===== config.mk =====
export PLATFORM = sky130hd
export DESIGN_NAME = tcw_sequencer
export DESIGN_NICKNAME = d
export VERILOG_FILES = /design/src/hw/rtl/tcw_pkg.sv /design/src/hw/rtl/tcw_sequencer.sv
export SDC_FILE = /design/constraint.sdc
export NUM_CORES = 1
export LEC_CHECK = 0
export BUFFER_PORTS_ARGS = -buffer_cell sky130_fd_sc_hd__clkbuf_2
export CAP_MARGIN = 20
export CORE_MARGIN = 3
export CORE_UTILIZATION = 35
export DETAILED_ROUTE_END_ITERATION = 10
export HOLD_SLACK_MARGIN = 0.15
export PLACE_DENSITY_LB_ADDON = 0.12
export SETUP_SLACK_MARGIN = 0.02
export SYNTH_ARGS = -nofsm -noshare
export SYNTH_HDL_FRONTEND = slang
export SYNTH_SLANG_ARGS = --single-unit

===== constraint.sdc =====
create_clock -name clk -period 2.6 [get_ports clk]
set_input_delay 0.39 -clock clk [delete_from_list [all_inputs] [get_ports clk]]
set_output_delay 0.39 -clock clk [all_outputs]
set_load 0.03 [all_outputs]

===== src/hw/rtl/tcw_pkg.sv =====
// tcw_pkg: screen geometry, character codes, command codes and the microcode
// store of the text console writer; shared by every tcw module
// no dependencies
package tcw_pkg;

    localparam int COLUMNS    = 80;
    localparam int ROWS       = 25;
    localparam int CELL_COUNT = ROWS * COLUMNS;
    localparam int ADDR_W     = $clog2(CELL_COUNT);
    localparam int ROW_W      = 5;
    localparam int COL_W      = 7;
    localparam int CHAR_W     = 8;
    localparam int CELL_W     = 16;
    localparam int PC_W       = 4;

    localparam logic [CHAR_W-1:0] CH_SPACE = 8'd32;
    localparam logic [CHAR_W-1:0] CH_LF    = 8'd10;
    localparam logic [CHAR_W-1:0] CH_CR    = 8'd13;

    localparam logic [CHAR_W-1:0] COLOR_RESET = 8'd15;

    localparam logic [1:0] OP_PUT   = 2'd0;
    localparam logic [1:0] OP_CLEAR = 2'd1;
    localparam logic [1:0] OP_READ  = 2'd2;

    // microprogram entry points and jump targets
    localparam logic [PC_W-1:0] PC_NEWLINE = 4'd0;
    localparam logic [PC_W-1:0] PC_ROW_INC = 4'd1;
    localparam logic [PC_W-1:0] PC_SCROLL  = 4'd2;
    localparam logic [PC_W-1:0] PC_COPY_RD = 4'd3;
    localparam logic [PC_W-1:0] PC_COPY_WR = 4'd4;
    localparam logic [PC_W-1:0] PC_LASTROW = 4'd5;
    localparam logic [PC_W-1:0] PC_BLANK   = 4'd6;
    localparam logic [PC_W-1:0] PC_AFTER_NL = 4'd7;
    localparam logic [PC_W-1:0] PC_STORE   = 4'd8;
    localparam logic [PC_W-1:0] PC_END     = 4'd9;
    localparam logic [PC_W-1:0] PC_CR      = 4'd10;
    localparam logic [PC_W-1:0] PC_CLEAR   = 4'd11;
    localparam logic [PC_W-1:0] PC_CLR_WR  = 4'd12;
    localparam logic [PC_W-1:0] PC_READ    = 4'd13;
    localparam logic [PC_W-1:0] PC_READ_END = 4'd14;

    typedef enum logic [3:0] {
        UOP_NONE,
        UOP_STORE,
        UOP_ROW_INC,
        UOP_COL_ZERO,
        UOP_CLEAR_INIT,
        UOP_SCROLL_INIT,
        UOP_PTR_LASTROW,
        UOP_COPY_RD,
        UOP_COPY_WR,
        UOP_BLANK_WR,
        UOP_READ_CELL
    } uop_t;

    typedef enum logic [2:0] {
        COND_NEVER,
        COND_ALWAYS,
        COND_ROW_LAST,
        COND_PTR_NOT_END,
        COND_IS_LF
    } cond_t;

    typedef struct packed {
        uop_t            uop;
        cond_t           cond;
        logic [PC_W-1:0] target;
        logic            fin;
    } ucode_t;

    typedef struct packed {
        logic accept;
        logic finish;
        uop_t uop;
    } ctrl_t;

    typedef struct packed {
        logic row_last;
        logic col_full;
        logic ptr_end;
        logic is_lf;
    } stat_t;

    // control store: jump taken when cond holds, else finish when fin, else step on
    function automatic ucode_t ucode(input logic [PC_W-1:0] pc);
        ucode_t w;
        w = '{uop: UOP_NONE, cond: COND_NEVER, target: PC_END, fin: 1'b1};
        case (pc)
            PC_NEWLINE:  w = '{UOP_NONE,        COND_ROW_LAST,    PC_SCROLL,   1'b0};
            PC_ROW_INC:  w = '{UOP_ROW_INC,     COND_ALWAYS,      PC_AFTER_NL, 1'b0};
            PC_SCROLL:   w = '{UOP_SCROLL_INIT, COND_NEVER,       PC_END,      1'b0};
            PC_COPY_RD:  w = '{UOP_COPY_RD,     COND_NEVER,       PC_END,      1'b0};
            PC_COPY_WR:  w = '{UOP_COPY_WR,     COND_PTR_NOT_END, PC_COPY_RD,  1'b0};
            PC_LASTROW:  w = '{UOP_PTR_LASTROW, COND_NEVER,       PC_END,      1'b0};
            PC_BLANK:    w = '{UOP_BLANK_WR,    COND_PTR_NOT_END, PC_BLANK,    1'b0};
            PC_AFTER_NL: w = '{UOP_NONE,        COND_IS_LF,       PC_END,      1'b0};
            PC_STORE:    w = '{UOP_STORE,       COND_NEVER,       PC_END,      1'b1};
            PC_END:      w = '{UOP_NONE,        COND_NEVER,       PC_END,      1'b1};
            PC_CR:       w = '{UOP_COL_ZERO,    COND_ALWAYS,      PC_STORE,    1'b0};
            PC_CLEAR:    w = '{UOP_CLEAR_INIT,  COND_NEVER,       PC_END,      1'b0};
            PC_CLR_WR:   w = '{UOP_BLANK_WR,    COND_PTR_NOT_END, PC_CLR_WR,   1'b1};
            PC_READ:     w = '{UOP_READ_CELL,   COND_NEVER,       PC_END,      1'b0};
            PC_READ_END: w = '{UOP_NONE,        COND_NEVER,       PC_END,      1'b1};
            default:     w = '{UOP_NONE,        COND_NEVER,       PC_END,      1'b1};
        endcase
        return w;
    endfunction

    function automatic logic [ADDR_W-1:0] cell_addr(input logic [ROW_W-1:0] row,
                                                    input logic [COL_W-1:0] col);
        logic [11:0] full;
        full = 12'(row) * 12'(COLUMNS) + 12'(col);
        return full[ADDR_W-1:0];
    endfunction

endpackage


===== src/hw/rtl/tcw_sequencer.sv =====
// tcw_sequencer: step counter, control store lookup, branch and command dispatch
// depends on tcw_pkg
module tcw_sequencer (
    input  logic                          clk,
    input  logic                          rst_n,
    input  logic                          start,
    input  logic [1:0]                    op,
    input  logic [tcw_pkg::CHAR_W-1:0]    char_code,
    input  tcw_pkg::stat_t                stat,
    output tcw_pkg::ctrl_t                ctrl,
    output logic                          busy
);

    logic                        active_reg;
    logic                        active_next;
    logic [tcw_pkg::PC_W-1:0]    pc_reg;
    logic [tcw_pkg::PC_W-1:0]    pc_next;
    logic [tcw_pkg::PC_W-1:0]    entry;
    tcw_pkg::ucode_t             word;
    logic                        cond_true;
    logic                        accept;

    assign accept = start && !active_reg;
    assign word   = tcw_pkg::ucode(pc_reg);

    always_comb
    begin
        case (op)
            tcw_pkg::OP_PUT:
            begin
                if (char_code == tcw_pkg::CH_LF)
                    entry = tcw_pkg::PC_NEWLINE;
                else if (char_code == tcw_pkg::CH_CR)
                    entry = tcw_pkg::PC_CR;
                else if (stat.col_full)
                    entry = tcw_pkg::PC_NEWLINE;
                else
                    entry = tcw_pkg::PC_STORE;
            end
            tcw_pkg::OP_CLEAR: entry = tcw_pkg::PC_CLEAR;
            tcw_pkg::OP_READ:  entry = tcw_pkg::PC_READ;
            default:           entry = tcw_pkg::PC_END;
        endcase
    end

    always_comb
    begin
        case (word.cond)
            tcw_pkg::COND_ALWAYS:      cond_true = 1'b1;
            tcw_pkg::COND_ROW_LAST:    cond_true = stat.row_last;
            tcw_pkg::COND_PTR_NOT_END: cond_true = !stat.ptr_end;
            tcw_pkg::COND_IS_LF:       cond_true = stat.is_lf;
            default:                   cond_true = 1'b0;
        endcase
    end

    always_comb
    begin
        active_next = active_reg;
        pc_next     = pc_reg;
        if (active_reg)
        begin
            if (cond_true)
                pc_next = word.target;
            else if (word.fin)
                active_next = 1'b0;
            else
                pc_next = pc_reg + 1'b1;
        end
        else if (accept)
        begin
            active_next = 1'b1;
            pc_next     = entry;
        end
    end

    always_ff @(posedge clk or negedge rst_n)
    begin
        if (!rst_n)
        begin
            active_reg <= 1'b0;
            pc_reg     <= tcw_pkg::PC_END;
        end
        else
        begin
            active_reg <= active_next;
            pc_reg     <= pc_next;
        end
    end

    assign ctrl.accept = accept;
    assign ctrl.finish = active_reg && !cond_true && word.fin;
    assign ctrl.uop    = active_reg ? word.uop : tcw_pkg::UOP_NONE;
    assign busy        = active_reg;

endmodule


==> results of run 1 <==
[cell type report]
cell class,count,share of cell area [%]
inverters,9,2.94
repair buffers,43,22.2
well taps,28,2.84
multi-input cells,89,59.4
clock buffers,4,2.13
flip-flops and latches,5,10.4
[per-stage QoR]
step	hold WS [ns]	setup TNS [ns]	area, um2	std cells
final	0.505	-0.0132	1230	178
after global routing	0.520	-0.0824	1230	178
after CTS	0.493	-0.0545	1180	174
after detailed placement	0.209	0	1060	163
after global placement	0.207	0	1060	163
after floorplan	0.0944	0	890	110
[worst paths after layout]
kind	to	depth (start not counted)	startpoint
min in group clk	busy	2	start
setup / recovery	ctrl[4]	8	pc_reg[0]
hold reg to reg	pc_reg[0]	2	busy
setup reg to reg	pc_reg[1]	9	pc_reg[0]
hold / removal	pc_reg[2]	2	rst_n
max in group asynchronous	pc_reg[3]	2	rst_n
[synth_stat cells (2+ instances only)]
library cell / count / area [um2]
ha_1: 13 / 163
nand2_1: 9 / 33.8
nor2_1: 9 / 33.8
inv_1: 7 / 26.3
o211ai_1: 6 / 45.0
o21ai_0: 5 / 25.0
a31oi_1: 4 / 25.0
mux2i_1: 4 / 40.0
nand3_1: 4 / 20.0
clkbuf_1: 3 / 11.3
dfrtp_1: 3 / 75.1
nor2b_1: 3 / 18.8
a211oi_1: 2 / 15.0
buf_4: 2 / 15.0
dfstp_2: 2 / 52.6
o311ai_0: 2 / 17.5
[logic make-up (layout without fill, tap and decap cells)]
group / Yosys count / after routing
fa+ha+maj: 13 / 13
xor+xnor: 2 / 2
flops: 5 / 5
buf+inv: 16 / 56
simple gates: 35 / 35
mux: 5 / 5
compound gates: 34 / 34
[per-layer routing]
metal	up-vias	part of all wire [%]	track usage (%)
met2	33	46	25.9
met5	-	0	0
met4	0	2.0	4.75
met3	4	5.6	3.68
met1	463	46	20.7
li1	488	-	-
[what timing repair did]
action                                  in CTS  in global routing
pin swaps                                    4                  4
endpoints found under the setup margin       1                  1
gates resized for setup                     11                  6
hold endpoints to repair                     5                  0
hold buffers                                 1                  0
setup buffers                                6                  4
[critical path, delay by kind of cell (launching register included)]
kind	cells	cell delay [ns]
fa+ha+maj	1	0.15
compound gates	1	0.23
mux	1	0.48
flops	1	0.54
buf+inv	2	0.20
simple gates	3	0.38
[report_power, final]
| group | switching, mW | internal (mW) | total [mW] |
|---|---|---|---|
| Clock | 0.0283 | 0.0578 | 0.0861 |
| Sequential | 0.110 | 0.138 | 0.248 |
| Combinational | 0.763 | 0.677 | 1.44 |
==> flow_summary.yaml, run 1 <==
outcome:
  status: "complete, but fails checks"
  violations: "setup timing"
pwr:
  peakVddDrop_v: 0.000935
  cellPowerDensity_nw_per_um2: 1440
  total_power_mw: 1.77
  leakagePower_nw: 0.580
global_route:
  grt_pass1_vias: 914
  grt_antenna_before_repair: 0
  grt_pass1_wl_mm: 4.08
  globalRouteOverflowTotal: 0
  track_usage_pct: 15.9
  grt_max_degree: 17
placement:
  io_buffer_count: 23
  dp_slack_ns: 0.0708
  place.gp.congestion: 0.814
  hpwl_mm: 1.89
finish:
  syn_to_final_growth_pct: 38.7
  drive_above_1_share_pct: 40.7
  final_util_pct: 53.2
  multiInputGateArea_um2: 733
  layout_commonest_cell: "clkbuf_2"
  largest_reg_flops: 4
  fin_nets: 181
  seq_area_um2: 129
  diodes: 0
  layout_common_cells: "clkbuf_2, buf_4, nand2_1, ha_1, nor2_1"
  fill_cells: 244
logic_synthesis:
  synth_area_um2: 890
  yosysWarnings: 0
  ys_seq_elements: 5
  synth-edff-count: 0
  synthCells: 110
  synth_top_family_by_area: "compound AO/OA/AOI/OAI gates"
  synth.distinct_cells: 48
  synthAdderAreaFrac_pct: 18.3
  yosys.area_share.simple_pct: 19.7
  synth_xor_area_share_pct: 1.97
  async_flop_share_pct: 100
  syn_nets: 140
  synth_mux_area_share_pct: 7.03
  syn_avg_cell_area_um2: 8.09
  synth_compound_area_share_pct: 30.1
  yosysSeqAreaShare_pct: 14.3
  synth-main-ff-cell: "dfrtp_1"
run:
  timing.max_cap.violations: 0
cts:
  clock_path_buffers: 2
  path_clk_slew_ns: 0.04
  cts-root-buf: "clkbuf_4"
  clkSinkCount: 5
  clk_latency_ns: 0.24
  htree_num_levels: 1
  numCtsBuffers: 3
  cts_tree: "built"
worst_setup_path:
  worstPathArrival_ns: 2.22
  slowest_stage: "dfstp_2"
  cp_max_fo: 4
  cpPeakStageDelay_ns: 0.54
  worstSetupPathType: "register to output pin"
  end_kind: "output pin"
  r2r_slack_ns: 0.17
  startpoint_type: "register"
  required_ns: 2.21
  crit_chain: "inv_4 -> ha_4 -> or2_1 -> mux4_2 -> a31o_1 -> nand3_2 -> nor2_2 -> buf_6"
route:
  wl_mm: 2.53
  via_per_inst: 5.55
  drt_iter0_markers: 14
  wl_per_cell_um: 14.2
  vias: 988
  drtPass1Iterations: 4
  drc: 0
  ant_nets: 0
die:
  core_area_um2: 2320
  die_h_um: 56.4
  die_w_um: 56.4
  dieArea_um2: 3180
  num_rows: 17
  design.portCount: 24
  start_util_pct: 38.4
sta:
  worst_pin_slew_ns: 0.508
  fmax_ghz: 0.383
  rsz0062_at_grt: "true"
  fin_crit_ns: 2.61
  setup_viol: 1
  slew_viol_final: 0
  setup_ws_ns: -0.0132
  fin_crit_sh_pct: 101
  hold_viol: 0
  fin_skew_ns: 0.00343
  max_slew_margin_pct: 66.1
hold_path:
  hp-class: "input pin to async pin"
Note: power is estimated with default switching activity, not from simulation.
==> run 2, diff against run 1 <==
--- a/config.mk
+++ b/config.mk
@@ -12,6 +12,7 @@
 export DETAILED_ROUTE_END_ITERATION = 10
 export HOLD_SLACK_MARGIN = 0.15
 export PLACE_DENSITY_LB_ADDON = 0.12
+export RECOVER_POWER = 100
 export SETUP_SLACK_MARGIN = 0.02
 export SYNTH_ARGS = -nofsm -noshare
 export SYNTH_HDL_FRONTEND = slang
==> flow_summary.yaml, run 2 (synthesis gave the netlist of run 1 again) <==
sta:
  tns_ns: -0.0129
  max_slew_margin_pct: 65.8
  slew_viol_final: 0
  fin_skew_ns: 0.00324
  worst_pin_slew_ns: 0.513
  fin_crit_sh_pct: 100
  fin_crit_ns: 2.61
  rsz0062_at_grt: "true"
  setup_ws_ns: -0.0129
  hold_viol: 0
  fmax_ghz: 0.383
  setup_viol: 1
worst_setup_path:
  end_kind: "output pin"
  crit_start: "pc_reg[0]"
  cp_max_fo: 4
  startpoint_type: "register"
  worstPathArrival_ns: 2.22
  worstSetupPathType: "register to output pin"
  required_ns: 2.21
  rr_startpoint: "pc_reg[0]"
route:
  drt_iter0_markers: 14
  vias: 986
  wl_mm: 2.52
  wl_per_cell_um: 14.1
  via_per_inst: 5.54
  drtPass1Iterations: 4
  drc: 0
  ant_nets: 0
global_route:
  grt-busiest-layer: "met2"
  grt_pass1_wl_mm: 4.08
  grt_max_degree: 17
  use_met1_pct: 20.7
  track_usage_pct: 15.9
  grt_antenna_before_repair: 0
  use_met2_pct: 25.9
  grt_pass1_vias: 914
  met3_usage_pct: 3.68
  globalRouteOverflowTotal: 0
die:
  num_rows: 17
  die_h_um: 56.4
  dieArea_um2: 3180
  design.portCount: 24
  core_area_um2: 2320
  start_util_pct: 38.4
  die_w_um: 56.4
finish:
  largest_reg_flops: 4
  syn_to_final_growth_pct: 38.4
  diodes: 0
  layout_commonest_cell: "clkbuf_2"
  drive_above_1_share_pct: 39.3
  layout_common_cells: "clkbuf_2, buf_4, nand2_1, ha_1, nor2_1"
  fin_nets: 181
  fill_cells: 246
pwr:
  cellPowerDensity_nw_per_um2: 1440
  p_sw_mw: 0.899
  total_power_mw: 1.77
  leakagePower_nw: 0.574
  intPower_mw: 0.871
  seq_power_share_pct: 13.9
  peakVddDrop_v: 0.000933
  netSwitchingFraction_pct: 50.8
  comb_power_share_pct: 81.2
  power_frac_clock_pct: 4.9
run:
  timing.max_cap.violations: 0
cts:
  numCtsBuffers: 3
  htree_num_levels: 1
  cts_tree: "built"
  clkSinkCount: 5
  clock_path_buffers: 2
  clk_latency_ns: 0.24
  path_clk_slew_ns: 0.04
  cts-root-buf: "clkbuf_4"
placement:
  io_buffer_count: 23
  hpwl_mm: 1.89
  place.gp.congestion: 0.814
outcome:
  status: "complete, but fails checks"
  violations: "setup timing"
hold_path:
  hp-class: "input pin to async pin"
run 2: changes by cell type in the layout (fill, tap and decap cells not counted):
cell      previous run  this run
clkbuf_1             1         3
clkbuf_2            22        20
run 2: repair_timing:
action                     in CTS  in global routing
hold endpoints to repair        5                  0
pin swaps                       4                  4
buffers inserted                6                  4
gates resized for setup        11                  6
setup endpoints to repair       1                  1
hold buffers                    1                  0
run 2: metrics by stage:
step	utilization [%]	hold WS, ns	cell area (um2)	setup slack [ns]	cells
detailed placement	45.9	0.209	1060	0.0708	163
global placement	45.9	0.207	1060	0.103	163
finish	53.1	0.529	1230	-0.0129	178
CTS	51.1	0.493	1180	-0.0545	174
floorplan	-	0.0944	890	0.0289	110
global route	53.1	0.554	1230	-0.0824	178
run 2: worst max-delay path, stage by stage, from the launching register on:
cell     delay, ns
dfstp_2       0.54
inv_4         0.05
ha_4          0.15
or2_1         0.23
mux4_2        0.48
a31o_1        0.23
nand3_2       0.10
nor2_2        0.05
buf_6         0.14
run 2: final cells by class:
cell class / count / area, um2 / share of cell area (%)
Multi-Input combinational cell: 89 / 733 / 59.6
Timing Repair Buffer: 43 / 272 / 22.1
Sequential cell: 5 / 129 / 10.5
Inverter: 9 / 36.3 / 2.95
Tap cell: 28 / 35.0 / 2.85
Clock buffer: 4 / 26.3 / 2.13
run 2: path summary, 6_finish.rpt:
path,endpoint,slack (ns),depth (start not counted)
max,ctrl[4],-0.01,8
min,pc_reg[2],0.53,2
max reg2reg,pc_reg[1],0.17,9
min reg2reg,pc_reg[0],0.79,2
max in group asynchronous,pc_reg[3],1.80,2
min in group clk,busy,0.54,2
run 2: power by group through the flow:
stage / Sequential, mW / Combinational [mW] / Clock (mW)
global placement: 0.233 / 1.20 / 0
finish: 0.246 / 1.44 / 0.0859
CTS: 0.242 / 1.33 / 0.0926
floorplan: 0.191 / 0.898 / 0
detailed placement: 0.231 / 1.20 / 0
global route: 0.258 / 1.58 / 0.0985
run 2: routing by layer:
metal  vias up  share of wire, %  wire length (um)
li1        489                 -                 -
met1       459                45              1150
met2        34                47              1170
met3         4               5.9               149
met4         0               2.0                51
met5         -                 0                 0
==> run 3, diff against run 2 <==
--- a/config.mk
+++ b/config.mk
@@ -11,7 +11,7 @@
 export CORE_UTILIZATION = 35
 export DETAILED_ROUTE_END_ITERATION = 10
 export HOLD_SLACK_MARGIN = 0.15
-export PLACE_DENSITY_LB_ADDON = 0.12
+export PLACE_DENSITY = 0.66
 export RECOVER_POWER = 100
 export SETUP_SLACK_MARGIN = 0.02
 export SYNTH_ARGS = -nofsm -noshare
==> flow_summary.yaml, run 3 (synthesis gave the netlist of run 1 again) <==
outcome:
  status: "complete, but fails checks"
  violations: "setup timing"
placement:
  hpwl_mm: 1.89
  dp_slack_ns: 0.0717
  io_buffer_count: 23
  place.gp.congestion: 0.875
cts:
  cts_tree: "built"
  clk_latency_ns: 0.25
  path_clk_slew_ns: 0.05
  cts-root-buf: "clkbuf_4"
  clkSinkCount: 5
  clock_path_buffers: 2
  numCtsBuffers: 3
  htree_num_levels: 1
worst_setup_path:
  startpoint_type: "register"
  required_ns: 2.21
  worstSetupPathType: "register to output pin"
  cp_max_fo: 4
  end_kind: "output pin"
  worstPathArrival_ns: 2.28
global_route:
  use_met2_pct: 31.6
  grt_pass1_wl_mm: 4.33
  grt_antenna_before_repair: 0
  use_met1_pct: 20.4
  track_usage_pct: 17.0
  grt-busiest-layer: "met2"
  met3_usage_pct: 2.53
  grt_max_degree: 17
  grt_pass1_vias: 958
  globalRouteOverflowTotal: 0
die:
  design.portCount: 24
  core_area_um2: 2320
  num_rows: 17
  die_h_um: 56.4
  die_w_um: 56.4
  start_util_pct: 38.4
  dieArea_um2: 3180
route:
  wl_mm: 2.64
  ant_nets: 0
  drtPass1Iterations: 4
  wl_per_cell_um: 14.8
  vias: 986
  drt_iter0_markers: 32
  drc: 0
  via_per_inst: 5.54
sta:
  setup_viol: 1
  max_slew_margin_pct: 66.2
  fin_skew_ns: 0.00614
  tns_ns: -0.0667
  setup_ws_ns: -0.0667
  fin_crit_ns: 2.67
  worst_pin_slew_ns: 0.508
  fmax_ghz: 0.375
  rsz0062_at_grt: "true"
  hold_viol: 0
  fin_crit_sh_pct: 103
  slew_viol_final: 0
pwr:
  p_sw_mw: 0.920
  cellPowerDensity_nw_per_um2: 1430
  peakVddDrop_v: 0.000580
  leakagePower_nw: 0.564
  netSwitchingFraction_pct: 51.6
  seq_power_share_pct: 13.5
  power_frac_clock_pct: 5.2
  intPower_mw: 0.863
  comb_power_share_pct: 81.2
finish:
  fin_nets: 181
  layout_common_cells: "buf_4, clkbuf_2, nand2_1"
  drive_above_1_share_pct: 37.3
  syn_to_final_growth_pct: 40.2
  diodes: 0
  largest_reg_flops: 4
  layout_commonest_cell: "buf_4"
  fill_cells: 223
run:
  timing.max_cap.violations: 0
hold_path:
  hp-class: "input pin to async pin"
==> run 3: power by group through the flow <==
stage	logic (mW)	registers (mW)	clock network [mW]
2_1_floorplan	0.898	0.191	0
3_3_place_gp	1.20	0.220	0
3_5_place_dp	1.22	0.222	0
4_1_cts	1.39	0.230	0.0956
5_1_grt	1.57	0.250	0.0994
6_report	1.45	0.241	0.0935
==> run 3: what timing repair did <==
item | CTS | global route
setup buffers | 7 | 1
setup endpoints to repair | 1 | 1
resized for setup | 11 | 7
endpoints found under the hold margin | 5 | 0
pin swaps | 6 | 6
hold buffers | 1 | 0
==> run 3: per-layer routing <==
metal	wire, um	vias to the layer above	part of all wire [%]
met5	0	-	0
li1	-	492	-
met4	22	0	0.83
met3	131	3	5.0
met2	1350	31	51
met1	1140	460	43
==> run 3: cell type report <==
cell class	instances	area [um2]	share of cell area (%)
Tap cell	28	35.0	2.81
Sequential cell	5	129	10.3
Inverter	9	36.3	2.91
Multi-Input combinational cell	89	752	60.3
Timing Repair Buffer	43	269	21.6
Clock buffer	4	26.3	2.11
==> run 3: critical path, cell delays in order, from the launching register on <==
cell and delay (ns):
dfstp_2 0.55, inv_4 0.06, ha_4 0.16, or2_1 0.24, mux4_2 0.48, a31o_1 0.23, nand3_2 0.10, nor2_2 0.04
clkbuf_8 0.17
==> run 3: metrics by stage <==
| step | util, % | area, um2 | hold WS [ns] | instances | total power, mW |
|---|---|---|---|---|---|
| floorplan | - | 890 | 0.0944 | 110 | 1.09 |
| global placement | 46.6 | 1080 | 0.207 | 165 | 1.42 |
| detailed placement | 46.6 | 1080 | 0.210 | 165 | 1.44 |
| CTS | 52.4 | 1210 | 0.494 | 177 | 1.71 |
| global route | 53.8 | 1250 | 0.549 | 178 | 1.92 |
| finish | 53.8 | 1250 | 0.519 | 178 | 1.78 |
==> run 3: worst paths after layout <==
check                           from        end  slack (ns)  cells past startpoint
setup / recovery           pc_reg[0]    ctrl[4]       -0.07                      8
hold / removal                 rst_n       busy        0.52                      2
setup reg to reg           pc_reg[0]  pc_reg[2]        0.28                      8
hold reg to reg            pc_reg[3]  pc_reg[3]        0.72                      2
max in group asynchronous      rst_n  pc_reg[0]        1.83                      2
min in group clk               start       busy        0.53                      2
