### config.mk
export PLATFORM = sky130hd
export DESIGN_NAME = tcw_datapath
export DESIGN_NICKNAME = d
export VERILOG_FILES = /design/src/hw/rtl/tcw_pkg.sv /design/src/hw/rtl/tcw_datapath.sv
export SDC_FILE = /design/constraint.sdc
export NUM_CORES = 1
export LEC_CHECK = 0
export BUFFER_PORTS_ARGS = -buffer_cell sky130_fd_sc_hd__buf_4
export CAP_MARGIN = 20
export CORE_ASPECT_RATIO = 1.4
export CORE_UTILIZATION = 42
export DETAILED_ROUTE_END_ITERATION = 10
export GPL_TIMING_DRIVEN = 0
export HOLD_SLACK_MARGIN = 0.08
export MAX_ROUTING_LAYER = met4
export PLACE_DENSITY = 0.65
export SYNTH_ARGS = -nofsm -noshare
export SYNTH_HDL_FRONTEND = slang
export SYNTH_SLANG_ARGS = --single-unit
### constraint.sdc
create_clock -name clk -period 3.3 [get_ports clk]
set_clock_uncertainty 0.1 [all_clocks]
set_input_delay 0.33 -clock clk [delete_from_list [all_inputs] [get_ports clk]]
set_output_delay 0.33 -clock clk [all_outputs]
set_load 0.02 [all_outputs]
### src/hw/rtl/tcw_pkg.sv
// tcw_pkg: screen geometry, character codes, command codes and the microcode
// store of the text console writer; shared by every tcw module
// no dependencies
package tcw_pkg;

    localparam int COLUMNS    = 80;
    localparam int ROWS       = 25;
    localparam int CELL_COUNT = ROWS * COLUMNS;
    localparam int ADDR_W     = $clog2(CELL_COUNT);
    localparam int ROW_W      = 5;
    localparam int COL_W      = 7;
    localparam int CHAR_W     = 8;
    localparam int CELL_W     = 16;
    localparam int PC_W       = 4;

    localparam logic [CHAR_W-1:0] CH_SPACE = 8'd32;
    localparam logic [CHAR_W-1:0] CH_LF    = 8'd10;
    localparam logic [CHAR_W-1:0] CH_CR    = 8'd13;

    localparam logic [CHAR_W-1:0] COLOR_RESET = 8'd15;

    localparam logic [1:0] OP_PUT   = 2'd0;
    localparam logic [1:0] OP_CLEAR = 2'd1;
    localparam logic [1:0] OP_READ  = 2'd2;

    // microprogram entry points and jump targets
    localparam logic [PC_W-1:0] PC_NEWLINE = 4'd0;
    localparam logic [PC_W-1:0] PC_ROW_INC = 4'd1;
    localparam logic [PC_W-1:0] PC_SCROLL  = 4'd2;
    localparam logic [PC_W-1:0] PC_COPY_RD = 4'd3;
    localparam logic [PC_W-1:0] PC_COPY_WR = 4'd4;
    localparam logic [PC_W-1:0] PC_LASTROW = 4'd5;
    localparam logic [PC_W-1:0] PC_BLANK   = 4'd6;
    localparam logic [PC_W-1:0] PC_AFTER_NL = 4'd7;
    localparam logic [PC_W-1:0] PC_STORE   = 4'd8;
    localparam logic [PC_W-1:0] PC_END     = 4'd9;
    localparam logic [PC_W-1:0] PC_CR      = 4'd10;
    localparam logic [PC_W-1:0] PC_CLEAR   = 4'd11;
    localparam logic [PC_W-1:0] PC_CLR_WR  = 4'd12;
    localparam logic [PC_W-1:0] PC_READ    = 4'd13;
    localparam logic [PC_W-1:0] PC_READ_END = 4'd14;

    typedef enum logic [3:0] {
        UOP_NONE,
        UOP_STORE,
        UOP_ROW_INC,
        UOP_COL_ZERO,
        UOP_CLEAR_INIT,
        UOP_SCROLL_INIT,
        UOP_PTR_LASTROW,
        UOP_COPY_RD,
        UOP_COPY_WR,
        UOP_BLANK_WR,
        UOP_READ_CELL
    } uop_t;

    typedef enum logic [2:0] {
        COND_NEVER,
        COND_ALWAYS,
        COND_ROW_LAST,
        COND_PTR_NOT_END,
        COND_IS_LF
    } cond_t;

    typedef struct packed {
        uop_t            uop;
        cond_t           cond;
        logic [PC_W-1:0] target;
        logic            fin;
    } ucode_t;

    typedef struct packed {
        logic accept;
        logic finish;
        uop_t uop;
    } ctrl_t;

    typedef struct packed {
        logic row_last;
        logic col_full;
        logic ptr_end;
        logic is_lf;
    } stat_t;

    // control store: jump taken when cond holds, else finish when fin, else step on
    function automatic ucode_t ucode(input logic [PC_W-1:0] pc);
        ucode_t w;
        w = '{uop: UOP_NONE, cond: COND_NEVER, target: PC_END, fin: 1'b1};
        case (pc)
            PC_NEWLINE:  w = '{UOP_NONE,        COND_ROW_LAST,    PC_SCROLL,   1'b0};
            PC_ROW_INC:  w = '{UOP_ROW_INC,     COND_ALWAYS,      PC_AFTER_NL, 1'b0};
            PC_SCROLL:   w = '{UOP_SCROLL_INIT, COND_NEVER,       PC_END,      1'b0};
            PC_COPY_RD:  w = '{UOP_COPY_RD,     COND_NEVER,       PC_END,      1'b0};
            PC_COPY_WR:  w = '{UOP_COPY_WR,     COND_PTR_NOT_END, PC_COPY_RD,  1'b0};
            PC_LASTROW:  w = '{UOP_PTR_LASTROW, COND_NEVER,       PC_END,      1'b0};
            PC_BLANK:    w = '{UOP_BLANK_WR,    COND_PTR_NOT_END, PC_BLANK,    1'b0};
            PC_AFTER_NL: w = '{UOP_NONE,        COND_IS_LF,       PC_END,      1'b0};
            PC_STORE:    w = '{UOP_STORE,       COND_NEVER,       PC_END,      1'b1};
            PC_END:      w = '{UOP_NONE,        COND_NEVER,       PC_END,      1'b1};
            PC_CR:       w = '{UOP_COL_ZERO,    COND_ALWAYS,      PC_STORE,    1'b0};
            PC_CLEAR:    w = '{UOP_CLEAR_INIT,  COND_NEVER,       PC_END,      1'b0};
            PC_CLR_WR:   w = '{UOP_BLANK_WR,    COND_PTR_NOT_END, PC_CLR_WR,   1'b1};
            PC_READ:     w = '{UOP_READ_CELL,   COND_NEVER,       PC_END,      1'b0};
            PC_READ_END: w = '{UOP_NONE,        COND_NEVER,       PC_END,      1'b1};
            default:     w = '{UOP_NONE,        COND_NEVER,       PC_END,      1'b1};
        endcase
        return w;
    endfunction

    function automatic logic [ADDR_W-1:0] cell_addr(input logic [ROW_W-1:0] row,
                                                    input logic [COL_W-1:0] col);
        logic [11:0] full;
        full = 12'(row) * 12'(COLUMNS) + 12'(col);
        return full[ADDR_W-1:0];
    endfunction

endpackage

### src/hw/rtl/tcw_datapath.sv
// tcw_datapath: cursor, sweep pointer, color register, cell address and result words
// depends on tcw_pkg; drives the screen memory ports
module tcw_datapath (
    input  logic                          clk,
    input  logic                          rst_n,
    input  tcw_pkg::ctrl_t                ctrl,
    input  logic [1:0]                    op,
    input  logic [tcw_pkg::CHAR_W-1:0]    char_code,
    input  logic [tcw_pkg::ROW_W-1:0]     read_row,
    input  logic [tcw_pkg::COL_W-1:0]     read_column,
    input  logic                          color_we,
    input  logic [tcw_pkg::CHAR_W-1:0]    color_data,
    output tcw_pkg::stat_t                stat,
    output logic                          mem_we,
    output logic [tcw_pkg::ADDR_W-1:0]    mem_waddr,
    output logic [tcw_pkg::CELL_W-1:0]    mem_wdata,
    output logic [tcw_pkg::ADDR_W-1:0]    mem_raddr,
    input  logic [tcw_pkg::CELL_W-1:0]    mem_rdata,
    output logic                          done,
    output logic [tcw_pkg::ROW_W-1:0]     cursor_row_out,
    output logic [tcw_pkg::COL_W-1:0]     cursor_column_out,
    output logic [tcw_pkg::CHAR_W-1:0]    cell_char,
    output logic [tcw_pkg::CHAR_W-1:0]    cell_attr
);

    logic [tcw_pkg::ROW_W-1:0]   row_reg;
    logic [tcw_pkg::ROW_W-1:0]   row_next;
    logic [tcw_pkg::COL_W-1:0]   col_reg;
    logic [tcw_pkg::COL_W-1:0]   col_next;
    logic [tcw_pkg::ADDR_W-1:0]  ptr_reg;
    logic [tcw_pkg::ADDR_W-1:0]  ptr_next;
    logic [tcw_pkg::CHAR_W-1:0]  color_reg;
    logic [tcw_pkg::CHAR_W-1:0]  char_reg;
    logic [tcw_pkg::ADDR_W-1:0]  rd_addr_reg;
    logic                        sel_reg;
    logic                        done_reg;
    logic [tcw_pkg::ROW_W-1:0]   row_out_reg;
    logic [tcw_pkg::COL_W-1:0]   col_out_reg;
    logic [tcw_pkg::CELL_W-1:0]  cell_reg;

    always_comb
    begin
        row_next  = row_reg;
        col_next  = col_reg;
        ptr_next  = ptr_reg;
        mem_we    = 1'b0;
        mem_waddr = ptr_reg;
        mem_wdata = {color_reg, tcw_pkg::CH_SPACE};
        mem_raddr = ptr_reg;
        case (ctrl.uop)
            tcw_pkg::UOP_STORE:
            begin
                mem_we    = 1'b1;
                mem_waddr = tcw_pkg::cell_addr(row_reg, col_reg);
                mem_wdata = {color_reg, char_reg};
                col_next  = col_reg + 1'b1;
            end
            tcw_pkg::UOP_ROW_INC:
            begin
                row_next = row_reg + 1'b1;
                col_next = '0;
            end
            tcw_pkg::UOP_COL_ZERO:
            begin
                col_next = '0;
            end
            tcw_pkg::UOP_CLEAR_INIT:
            begin
                row_next = '0;
                col_next = '0;
                ptr_next = '0;
            end
            tcw_pkg::UOP_SCROLL_INIT:
            begin
                col_next = '0;
                ptr_next = tcw_pkg::ADDR_W'(tcw_pkg::COLUMNS);
            end
            tcw_pkg::UOP_PTR_LASTROW:
            begin
                ptr_next = tcw_pkg::ADDR_W'(tcw_pkg::CELL_COUNT - tcw_pkg::COLUMNS);
            end
            tcw_pkg::UOP_COPY_RD:
            begin
                mem_raddr = ptr_reg;
            end
            tcw_pkg::UOP_COPY_WR:
            begin
                mem_we    = 1'b1;
                mem_waddr = ptr_reg - tcw_pkg::ADDR_W'(tcw_pkg::COLUMNS);
                mem_wdata = mem_rdata;
                ptr_next  = ptr_reg + 1'b1;
            end
            tcw_pkg::UOP_BLANK_WR:
            begin
                mem_we   = 1'b1;
                ptr_next = ptr_reg + 1'b1;
            end
            tcw_pkg::UOP_READ_CELL:
            begin
                mem_raddr = rd_addr_reg;
            end
            default:
            begin
                mem_we = 1'b0;
            end
        endcase
    end

    assign stat.row_last = (row_reg == tcw_pkg::ROW_W'(tcw_pkg::ROWS - 1));
    assign stat.col_full = (col_reg >= tcw_pkg::COL_W'(tcw_pkg::COLUMNS));
    assign stat.ptr_end  = (ptr_reg == tcw_pkg::ADDR_W'(tcw_pkg::CELL_COUNT - 1));
    assign stat.is_lf    = (char_reg == tcw_pkg::CH_LF);

    always_ff @(posedge clk or negedge rst_n)
    begin
        if (!rst_n)
        begin
            row_reg   <= '0;
            col_reg   <= '0;
            color_reg <= tcw_pkg::COLOR_RESET;
            done_reg  <= 1'b0;
        end
        else
        begin
            row_reg  <= row_next;
            col_reg  <= col_next;
            done_reg <= ctrl.finish;
            if (color_we)
            begin
                color_reg <= color_data;
            end
        end
    end

    always_ff @(posedge clk)
    begin
        ptr_reg <= ptr_next;
        if (ctrl.accept)
        begin
            char_reg    <= char_code;
            rd_addr_reg <= tcw_pkg::cell_addr(read_row, read_column);
            sel_reg     <= (op == tcw_pkg::OP_READ)
                           && (read_row < tcw_pkg::ROW_W'(tcw_pkg::ROWS))
                           && (read_column < tcw_pkg::COL_W'(tcw_pkg::COLUMNS));
        end
        if (ctrl.finish)
        begin
            row_out_reg <= row_next;
            col_out_reg <= col_next;
            cell_reg    <= sel_reg ? mem_rdata : '0;
        end
    end

    assign done              = done_reg;
    assign cursor_row_out    = row_out_reg;
    assign cursor_column_out = col_out_reg;
    assign cell_char         = cell_reg[tcw_pkg::CHAR_W-1:0];
    assign cell_attr         = cell_reg[tcw_pkg::CELL_W-1:tcw_pkg::CHAR_W];

endmodule

==> results of run 1 <==
[stage by stage]
stage / worst slack, ns / hold slack (ns) / instance area (sq um) / util [%]
3_3_place_gp: 0.391 / 0.130 / 5510 / 54.7
2_1_floorplan: 0.559 / -0.0656 / 4410 / -
5_1_grt: 0.00746 / 0.115 / 5940 / 59.1
3_5_place_dp: 0.391 / 0.135 / 5510 / 54.7
4_1_cts: 0.0258 / 0.115 / 5900 / 58.7
6_report: 0.121 / 0.126 / 5940 / 59.1
[path summary, 6_finish.rpt]
| check | slack (ns) | to | cells after the start | start |
|---|---|---|---|---|
| worst min register to register | 0.41 | color_reg[7] | 1 | color_reg[7] |
| worst max register to register | 1.53 | ptr_reg[7] | 6 | ptr_reg[2] |
| worst max-delay path | 0.12 | mem_waddr[10] | 10 | row_reg[1] |
| worst min-delay path | 0.13 | color_reg[0] | 2 | color_data[0] |
| min in group asynchronous | 0.31 | row_reg[0] | 2 | rst_n |
| max in group asynchronous | 2.51 | color_reg[1] | 2 | rst_n |
[power breakdown]
group / switching (mW) / leakage, nW / internal (mW)
Combinational: 0.489 / 1.61 / 0.461
Sequential: 0.0934 / 0.845 / 1.22
Clock: 0.391 / 0.130 / 0.510
[cells by family after synthesis]
group / after synthesis / synth area share, %
xor+xnor: 24 / 4.76
compound gates: 73 / 10.4
mux: 18 / 4.56
flops: 80 / 52.2
buf+inv: 35 / 3.54
fa+ha+maj: 30 / 9.18
simple gates: 135 / 15.4
[layout by cell type, fill, tap and decap left out, drive strengths merged, types with 2 or more instances in the layout]
cell,instances
dfrtp,17
ha,26
o21ai,31
o2bb2ai,2
fa,4
dfstp,4
buf,135
o211ai,4
edfxtp,59
a21o,5
inv,22
nor2b,4
nand2,61
nand3,10
mux2,17
a21oi,12
or3,3
xor2,3
clkbuf,18
nand4,3
clkinv,2
xnor2,21
and3,4
a22o,8
a221o,2
nor3,6
nor2,17
and2,17
nor3b,2
and4b,2
dlygate4sd3,13
[final cells by class]
cell class | count | area share (%)
sequential | 80 | 38.8
multi-input combinational | 280 | 33.1
timing repair buffer | 140 | 18.2
clock buffer | 11 | 3.91
tap | 135 | 2.84
buffer | 15 | 1.37
inverter | 20 | 1.26
clock inverter | 5 | 0.547
[layer usage]
layer / vias to the layer above / GRT usage, % / routed length, microns
met5: - / - / 0
met4: 0 / 8.57 / 259
met2: 122 / 34.7 / 5560
met3: 19 / 4.27 / 574
li1: 1711 / - / -
met1: 1626 / 23.1 / 4080
[worst reg2reg max path: stages, from the launching register on]
cell	delay (ns)
edfxtp_1	0.32
clkbuf_1	0.34
nand4_1	0.14
nor2_1	0.24
nand3_1	0.13
xnor2_1	0.16
o21ai_0	0.08
[what timing repair did]
action,CTS,global route
gates resized for setup,0,4
setup buffers,0,3
endpoints found under the hold margin,33,0
endpoints found under the setup margin,0,1
hold buffers,13,0
==> metrics list, run 1 <==
- Summed over all failing endpoints, the final setup total negative slack is 0 ns.
- Clock buffer count from CTS: 9
- The number of global-route vias before repair was 3390.
- Synth cell types: 51
- The detailed router finished its first iteration with 90 violations.
- Syn_nets: 480
* Pwr Density: 532 nW/um^2
* Leakage power: 2.59 nW
* Area grow syn2layout: 34.7%
* Min cycle time layout: 3.18 ns
* Cells traversed along the worst timing path: ha_1, ha_1, inv_1, fa_2, inv_1, o2111ai_1, xor2_1, xnor2_1, o211ai_1, buf_4
* Antenna cell count: 0
* Final hold viol count: 0
- The most used flip-flop cell after synthesis is edfxtp_1.
* Portion of the post-synthesis area used by sequential elements: 52.2%
- Main area contributors after synthesis: edfxtp_1 (40%), dfrtp_1 (9.6%), ha_1 (7.4%), nand2_1 (5.2%), mux2_2 (4.3%)
- At the pin with the least slew margin, the transition time is 0.958 ns.
- Grouping stages by cell kind, the critical path spends the most delay in adder cells.
- Area share of the leading cell type in the synthesized netlist: 40.1%
- Last weighted congestion value of the routability-driven placer: 0.879
* Worst EP required: 2.87 ns
* Number of H-tree levels: 3
- Global routing used 20.4% of the available tracks.
* Buffer and inverter count on the worst path: 3
* Share of async-settable or async-resettable flops after synthesis: 26.3%
- Non-filler cells, final: 686
* Vertical extent of the die: 123 microns
- Along the worst path, the maximum fanout reaches 7.
- Overall power: 3.16 mW
- The worst setup path is launched from a register.
- Counting flops with a built-in enable in the synthesized netlist gives 59.
* Clk Latency, worst-skew pair: 0.34 ns
- Crit path arrival time: 2.75 ns
- Peak per-stage delay on the critical path: 0.47 ns
- Detailed routing inserted a total of 3478 vias.
- Entering global routing, the biggest net connects 30 pins.
* Mean post-synth cell area: 11.2 sq um
- Boundary Pins: 127
* Clock tree from TritonCTS: yes
* Clock-pin slew on the worst setup and hold paths: 0.06 ns
- Highest attainable clock frequency: 0.315 GHz
- Once the floorplan was initialized, standard cells occupied 43.9% of the core.
* Peak ir drop on the vdd network: 0.000316 V
- After synthesis, the most frequently instantiated cells are nand2_1 (61), edfxtp_1 (59), o21ai_0 (31), ha_1 (26), xnor2_1 (21).
- From left edge to right edge, the die measures 88.6 microns.
- The cell count after synthesis came out at 395.
* Result of the run: complete, no violations
- Of the cells placed in the final design, the portion with a size suffix greater than 1 is 32.7%.
* Multi-input gate area in the final layout: 1970 sq um
- Routed wire length: 10500 microns
- The min-delay analysis places its worst path in the category input pin to register.
- # rows: 43
* Grt total ovfl: 0
- The worst path uses 96.3% of the clock period.
* Number of flip-flops under the largest register name: 16
* Clock root buffer master: clkbuf_16
- Global-route wire length before repair: 16000 microns
* Clock Sink Count: 80
- The wire-length estimate of the detail-placed layout is 7980 microns.
- The final layout contains 631 nets.
* Post-detailed-route count of antenna-violating nets: 0
- Counting the fill cells in the layout gives 864.
* Number of antenna violations at the first check in global routing: 0
- Die ar.: 10900 sq um
- Area taken by flip-flops and latches: 2300 sq um
* # Max-Cap Violations: 0
- Setup violations remaining at the end of the flow were counted as 0.
- Detailed-routing iteration count for the pre-antenna-repair pass: 4
* Most used standard cell by instance count after synthesis: nand2_1
* CP Class: register to output pin
* Critical path endpoint category: output pin
- The region available for standard cell placement spans 10100 sq um.
- Of all cell types, the one taking the most synthesized area is edfxtp_1.
- Max stage delay cell, worst path: fa_2
* Via-per-instance ratio: 5.07
* Cells after DPL: 653
- In the final routed layout, each cell accounts on average for 15.3 microns.
- Post-synth design cell area: 4410 sq um
- Input and output buffers added on the ports amount to 123.
- Max-slew headroom: 35.6%
- In this run, synthesis produced a sequential element count of 80.
* Clock Path Buffers: 2
- In the routed design, unresolved DRC markers number 0.
- The number of max-slew violations in the final report was 0.
- RSZ-0062 raised after global routing: no
* Number of warnings reported in the yosys synthesis log: 0
Note: power is estimated with default switching activity, not from simulation.
==> inputs of run 2 (changes only) <==
--- a/config.mk
+++ b/config.mk
@@ -5,7 +5,7 @@
 export SDC_FILE = /design/constraint.sdc
 export NUM_CORES = 1
 export LEC_CHECK = 0
-export BUFFER_PORTS_ARGS = -buffer_cell sky130_fd_sc_hd__buf_4
+export BUFFER_PORTS_ARGS = -buffer_cell sky130_fd_sc_hd__buf_2
 export CAP_MARGIN = 20
 export CORE_ASPECT_RATIO = 1.4
 export CORE_UTILIZATION = 42
==> constraint.sdc (replaced) <==
create_clock -name clk -period 3.6 [get_ports clk]
set_clock_uncertainty 0.1 [all_clocks]
set_input_delay 0.36 -clock clk [delete_from_list [all_inputs] [get_ports clk]]
set_output_delay 0.36 -clock clk [all_outputs]
set_load 0.02 [all_outputs]
==> run 2 against run 1 <==
Net effect:
- sequential share of layout area grew 3.0 points
- global-route usage grew 0.39 points
- first-iteration DRC count grew 61%
- utilization shrank 4.4 points
- clock power shrank 2%
- largest power group unchanged
- critical path type unchanged
- sequential cell count is the same
- worst setup slack gained 0.16 ns
- sequential power shrank 8%
- cell count shrank 2.2%
==> metrics list, run 2 (synthesis gave the netlist of run 1 again) <==
- The flip-flop count of the largest register after layout is 16 (unchanged).
* Fillers: 909 (+5.2%)
- TritonCTS built the clock tree.
- The worst path uses 92.3% of the clock period.
- Grt total ovfl: 0 (unchanged)
- The hold path depth was 1 (-1).
- 1st-iter DRT viols: 145 (+61%)
- Max stage delay cell, worst path: dfrtp_1
* Min cycle time layout: 3.32 ns
- The library cell used most frequently in the layout, excluding fill and tap cells, is buf_2.
- The per-cell routed wire length was 15.4 microns (+0.55%).
- The number of setup violations in the final report came to 0 (unchanged).
- Die width: 88.6 microns (unchanged)
- The clock-pin slew of the registers on the worst-case setup and hold paths came to 0.06 ns (about the same).
* # Max-Cap Violations: 0 (unchanged)
- Crit path arrival time: 2.86 ns (+0.11 ns)
* Count of input and output buffers: 123 (unchanged)
- Highest attainable clock frequency: 0.301 GHz
* Internal reg-to-reg setup slack: 1.87 ns (+0.34 ns)
- The total count of hold-check failures in the final report came to 0 (unchanged).
- Total negative setup slack: 0 ns (unchanged)
- The share of layout cells above drive strength 1 is 32.5% (-0.21 points).
- # rows: 43 (unchanged)
- The maximum number of pins on one net before global-route repair was 30 (unchanged).
* Clock buffer count from CTS: 9 (unchanged)
- The number of clock sinks is 80 (unchanged).
* Via count: 3437 (-1.2%)
* Initial core utilization: 43.9% (unchanged)
* Post-CTS setup buffer count: 0 (unchanged)
- Peak per-stage delay on the critical path: 0.46 ns (about the same)
- The die area is 10900 sq um (unchanged).
- The number of max-slew violations in the final report is 0 (unchanged).
- The number of buffers between clock root and the deepest sink came to 2 (unchanged).
- Cells traversed along the worst timing path: ha_1, ha_1, inv_1, fa_1, xnor2_1, o2111ai_1, xor2_1, xnor2_1, o211ai_1, buf_2
* Layout net count: 616 (-2.4%)
- Hold_buf cts: 1 (-12)
* End of the worst register-to-register path: ptr_reg[10]
* Buffer and inverter count on the worst path: 2 (-1)
- Routed wire length: 10300 microns (-1.7%)
- Highest layer used for signal routing: met4
- The library cells used most frequently in the layout, excluding fill and tap cells, are buf_2 (128), nand2_1 (61), edfxtp_1 (59).
* Global-route wire length before repair: 16400 microns (+2.2%)
- Critical path endpoint category: output pin
- Boundary Pins: 127 (unchanged)
- The worst reg2reg path depth is 6 (unchanged).
* Antenna cell count: 0 (unchanged)
* Vertical extent of the die: 123 microns (unchanged)
- The critical path is of the register to output pin type.
- Total global-route track usage: 20.8% (+0.39 points)
* Core region area: 10100 sq um (unchanged)
- The path with the worst hold slack has its endpoint at rd_addr_reg[3].
- Area grow syn2layout: 24.7%
- The insertion delay of the later-clocked pin in the worst-skew pair was 0.34 ns (about the same).
- CTS-repair resized insts: 0 (unchanged)
* Peak ir drop on the vdd network: 0.000234 V (-26%)
- Result of the run: complete, no violations
* Post-route DRC violation count: 0 (unchanged)
- Maximum fanout encountered on the critical timing path: 7 (unchanged)
- Met3 WL post-DR: 405 microns (-29%)
- The number of iterations in the first detailed-routing pass was 4 (unchanged).
* Worst EP required: 3.14 ns (+0.27 ns)
* HPWL after DPL: 7990 microns (+0.12%)
* Clock root buffer master: clkbuf_16
- The relative max-transition margin is 37.1% (+1.5 points).
* Total routed wire length on the met1 layer: 4310 microns (+5.8%)
* Post-detailed-route count of antenna-violating nets: 0 (unchanged)
- Final core occ: 54.7% (-4.4 points)
- The final RePlAce weighted congestion came to 0.890 (+1.3%).
* Via-per-instance ratio: 5.12 (+1.0%)
- The number of antenna violations at the first check in global routing is 0 (unchanged).
* Number of H-tree levels: 3 (unchanged)
- The min-delay analysis places its worst path in the category input pin to register.
- Pwr Density: 516 nW/um^2 (-3.1%)
- STA classifies the critical path startpoint as a register.
* Detailed-routed wire length on met2: 5340 microns (-4.0%)
- The leakage power figure came to 2.44 nW (-5.5%).
- In this run the most critical hold path is launched from read_column[3].
- Via count of the first global-routing pass: 3387 (-0.088%)
- Cell class contributing the biggest share of worst-path delay: adder cells
* Startpoint of the worst-slack reg-to-reg timing path: ptr_reg[6]
- The area taken by flip-flops and latches is 2300 sq um (-0.11%).
- Setup repair after global routing left no endpoint under its margin.
* Slew at the pin closest to its max-slew limit: 0.936 ns (-0.0223 ns)
* Multi-input gate area in the final layout: 1960 sq um (-0.51%)
## run 2: stage by stage
step / worst slack (ns) / hold WS, ns / instance area, sq um / cells / power (mW)
after floorplan: 0.829 / -0.0356 / 4410 / 395 / 1.73
after global placement: 0.644 / 0.241 / 5200 / 653 / 1.95
after detailed placement: 0.645 / 0.251 / 5200 / 653 / 1.97
after CTS: 0.281 / 0.0833 / 5500 / 670 / 2.86
after global routing: 0.0513 / 0.0836 / 5510 / 671 / 3.02
final: 0.278 / 0.0941 / 5510 / 671 / 2.84
## run 2: final cells by class
class                      count  share of cell area [%]
buffer                        15                    1.48
clock buffer                  11                    4.61
clock inverter                 5                   0.659
inverter                      20                    1.36
multi-input combinational    280                    35.5
sequential                    80                    41.8
tap                          135                    3.07
timing repair buffer         125                    11.5
## run 2: how the worst max path moves through the flow
stage / start / end / slack [ns] / depth (start not counted)
global route: row_reg[1] / mem_waddr[10] / 0.05 / 10
global placement: row_reg[1] / mem_waddr[10] / 0.64 / 10
detailed placement: row_reg[1] / mem_waddr[10] / 0.64 / 10
CTS: row_reg[1] / mem_waddr[10] / 0.28 / 10
finish: row_reg[1] / mem_waddr[10] / 0.28 / 10
floorplan: row_reg[1] / mem_waddr[10] / 0.83 / 9
## run 2: worst register-to-register path: stages (launching register included)
cell and delay, ns:
edfxtp_1 0.33, clkbuf_1 0.36, and3_1 0.26, nand2_1 0.08, nor2_1 0.13, xnor2_1 0.12
o21ai_0 0.09
## run 2: power by group
part,internal (mW),total [mW],switching [mW]
logic,0.325,0.754,0.429
registers,1.11,1.20,0.0887
clock network,0.513,0.882,0.369
total,1.95,2.84,0.887
## run 2: layer usage
layer	track usage, %	up-vias
met3	3.40	22
met1	24.5	1609
met2	34.5	116
met4	9.58	0
met5	-	-
li1	-	1690
==> inputs of run 3 (changes only) <==
--- a/config.mk
+++ b/config.mk
@@ -7,13 +7,15 @@
 export LEC_CHECK = 0
 export BUFFER_PORTS_ARGS = -buffer_cell sky130_fd_sc_hd__buf_2
 export CAP_MARGIN = 20
+export CELL_PAD_IN_SITES_DETAIL_PLACEMENT = 0
+export CELL_PAD_IN_SITES_GLOBAL_PLACEMENT = 2
 export CORE_ASPECT_RATIO = 1.4
-export CORE_UTILIZATION = 42
+export CORE_UTILIZATION = 33
 export DETAILED_ROUTE_END_ITERATION = 10
 export GPL_TIMING_DRIVEN = 0
 export HOLD_SLACK_MARGIN = 0.08
 export MAX_ROUTING_LAYER = met4
-export PLACE_DENSITY = 0.65
+export PLACE_DENSITY = 0.79
 export SYNTH_ARGS = -nofsm -noshare
 export SYNTH_HDL_FRONTEND = slang
 export SYNTH_SLANG_ARGS = --single-unit
==> run 3 against run 2 <==
Net effect:
- cell count grew 6.4%
- combinational power is essentially flat
- hold slack hardly changed
- via count is 1.2% lower
- sequential share of layout area is 0.31 points lower
- clock power is 2.8% lower
- sequential cell count is the same
- non-clock buffer count unchanged
- global-route usage decreased by 3.5 points
- routed wire length grew 7.4%
- count of clock-buffer cells in the layout down 2
==> metrics list, run 3 (synthesis gave the netlist of run 1 again) <==
- Core region area: 12900 sq um (+29%)
- Number of cells on the worst hold path: 1 (unchanged)
- Antenna cell count: 0 (unchanged)
* Most common cell after layout, fill and taps aside: buf_2
* Boundary Pins: 127 (unchanged)
- Area grow syn2layout: 25.7%
* Maximum number of pins on one net before global-route repair: 30 (unchanged)
- Grt total ovfl: 0 (unchanged)
- Detailed-routing iteration count for the pre-antenna-repair pass: 4 (unchanged)
* Clock tree from TritonCTS: yes
- The worst setup path is launched from a register.
* Peak ir drop on the vdd network: 0.000206 V (-12%)
- The total count of hold-check failures in the final report is 0 (unchanged).
- Non-filler cells, final: 714 (+6.4%)
- The global routing met2 resource utilization was 29.9% (-4.6 points).
- The number of antenna violations at the first check in global routing came to 0 (unchanged).
- The cell count after placement came to 696 (+6.6%).
- The H-tree depth is 3 (unchanged).
* Clock-pin slew on the worst setup and hold paths: 0.06 ns (about the same)
- Global-route wire length before repair: 17800 microns (+8.5%)
- Fraction of layout cells with a size suffix above 1: 32.5% (unchanged)
* Highest attainable clock frequency: 0.301 GHz (about the same)
* Commonest non-fill, non-tap cells in the layout: buf_2 (128), nand2_1 (61), edfxtp_1 (59)
- The insertion delay of the later-clocked pin in the worst-skew pair came to 0.34 ns (about the same).
- The overall fraction of global-route tracks in use is 17.3% (-3.5 points).
- The relative max-transition margin was 34.7% (-2.4 points).
- The starting utilization of the core area came to 34.1% (-9.8 points).
- The die boundary height was 139 microns (+13%).
* Result of the run: complete, no violations
- The leakage power figure came to 2.43 nW (-0.42%).
- Post-detailed-route count of antenna-violating nets: 0 (unchanged)
- In this run the worst setup path terminates at mem_waddr[10].
- Via count: 3395 (-1.2%)
* Startpoint of the worst setup timing path: row_reg[1]
- Post-CTS setup buffer count: 0 (unchanged)
* Critical path endpoint category: output pin
- The pin slew with the least headroom to its limit was 0.971 ns (+0.0351 ns).
* RSZ-0062 raised after global routing: no
* Routed wire length: 11100 microns (+7.4%)
* Count of input and output buffers: 123 (unchanged)
- The final RePlAce weighted congestion came to 0.845 (-5.1%).
* Via-per-instance ratio: 4.75 (-7.2%)
* Pwr Density: 507 nW/um^2 (-1.7%)
- The number of clock buffers inserted by TritonCTS is 9 (unchanged).
- After global routing, the most crowded layer is met2.
- Met3 Use GR: 3.02% (-0.38 points)
- Die ar.: 13800 sq um (+27%)
* Clock Sink Count: 80 (unchanged)
- Startpoint of the worst-slack reg-to-reg timing path: ptr_reg[2]
- End of the worst register-to-register path: ptr_reg[7]
- Via count of the first global-routing pass: 3419 (+0.94%)
- Number of flip-flops under the largest register name: 16 (unchanged)
* Total negative setup slack: 0 ns (unchanged)
- The critical path is of the register to output pin type.
* # Max-Cap Violations: 0 (unchanged)
- Die width: 99.7 microns (+13%)
* Count of final setup violators: 0 (unchanged)
* Period utilisation layout: 92.3% (about the same)
* Met1 capacity usage during global routing: 19.1% (-5.4 points)
- Internal reg-to-reg setup slack: 1.84 ns (-0.03 ns)
- The total number of placement rows was 49 (+14%).
* Wire length per cell after detailed routing: 15.5 microns (+0.95%)
- The endpoint arrival time on the critical path is 2.86 ns (about the same).
- Final hold slack: 0.0938 ns (-0.000286 ns)
* 1st-iter DRT viols: 107 (-26%)
* Classification of the worst-slack hold path: input pin to register
* Clock root buffer master: clkbuf_16
- The final critical delay including setup and external delays came to 3.32 ns (+0.00229 ns).
- The DRC violations left was 0 (unchanged).
* HPWL after DPL: 8690 microns (+8.7%)
- Worst EP required: 3.14 ns (about the same)
* Layout net count: 616 (unchanged)
* Final Max Slew Viols: 0 (unchanged)
* Worst reg-to-reg path cell count: 6 (unchanged)
* Maximum fanout encountered on the critical timing path: 7 (unchanged)
- The number of buffers between clock root and the deepest sink was 2 (unchanged).
[run 3: final cells by class]
type	count	area [sq um]
clock buffer	9	225
tap	178	223
multi-input combinational	280	1960
inverter	20	75.1
timing repair buffer	125	633
buffer	15	81.3
fill	1287	7390
clock inverter	7	52.6
sequential	80	2300
[run 3: how the worst min path moves through the flow]
stage | startpoint | end | slack, ns
after floorplan | rst_n | col_reg[0] | -0.04
after global placement | rst_n | row_reg[4] | 0.27
after detailed placement | rst_n | row_reg[2] | 0.26
after CTS | char_code[4] | char_reg[4] | 0.08
after global routing | char_code[4] | char_reg[4] | 0.08
final | char_code[4] | char_reg[4] | 0.09
[run 3: what timing repair did]
action	in CTS	in global routing
resized for setup	0	0
hold buffers	1	0
hold endpoints to repair	17	0
[run 3: where the power goes]
part	switching, mW	total, mW	internal [mW]
Clock	0.384	0.857	0.473
Combinational	0.427	0.752	0.325
Sequential	0.0906	1.20	1.11
[run 3: worst max-delay path, stage by stage, from the launching register on]
cell and delay (ns):
dfrtp_1 0.47, ha_1 0.32, ha_1 0.17, inv_1 0.07
fa_1 0.38, xnor2_1 0.24, o2111ai_1 0.17, xor2_1 0.18
xnor2_1 0.14, o211ai_1 0.19, buf_2 0.20
[run 3: through the flow]
stage	instance area (sq um)	power [mW]	util, %	setup WS (ns)
2_1_floorplan	4410	1.73	-	0.829
3_3_place_gp	5250	1.96	40.6	0.648
3_5_place_dp	5250	1.98	40.6	0.607
4_1_cts	5540	2.85	42.8	0.225
5_1_grt	5550	2.98	42.9	0.106
6_report	5550	2.81	42.9	0.276
[run 3: per-layer routing]
layer | part of all wire [%] | vias to the layer above
li1 | - | 1683
met1 | 40 | 1584
met2 | 53 | 103
met3 | 4.3 | 25
met4 | 3.2 | 0
met5 | 0 | -
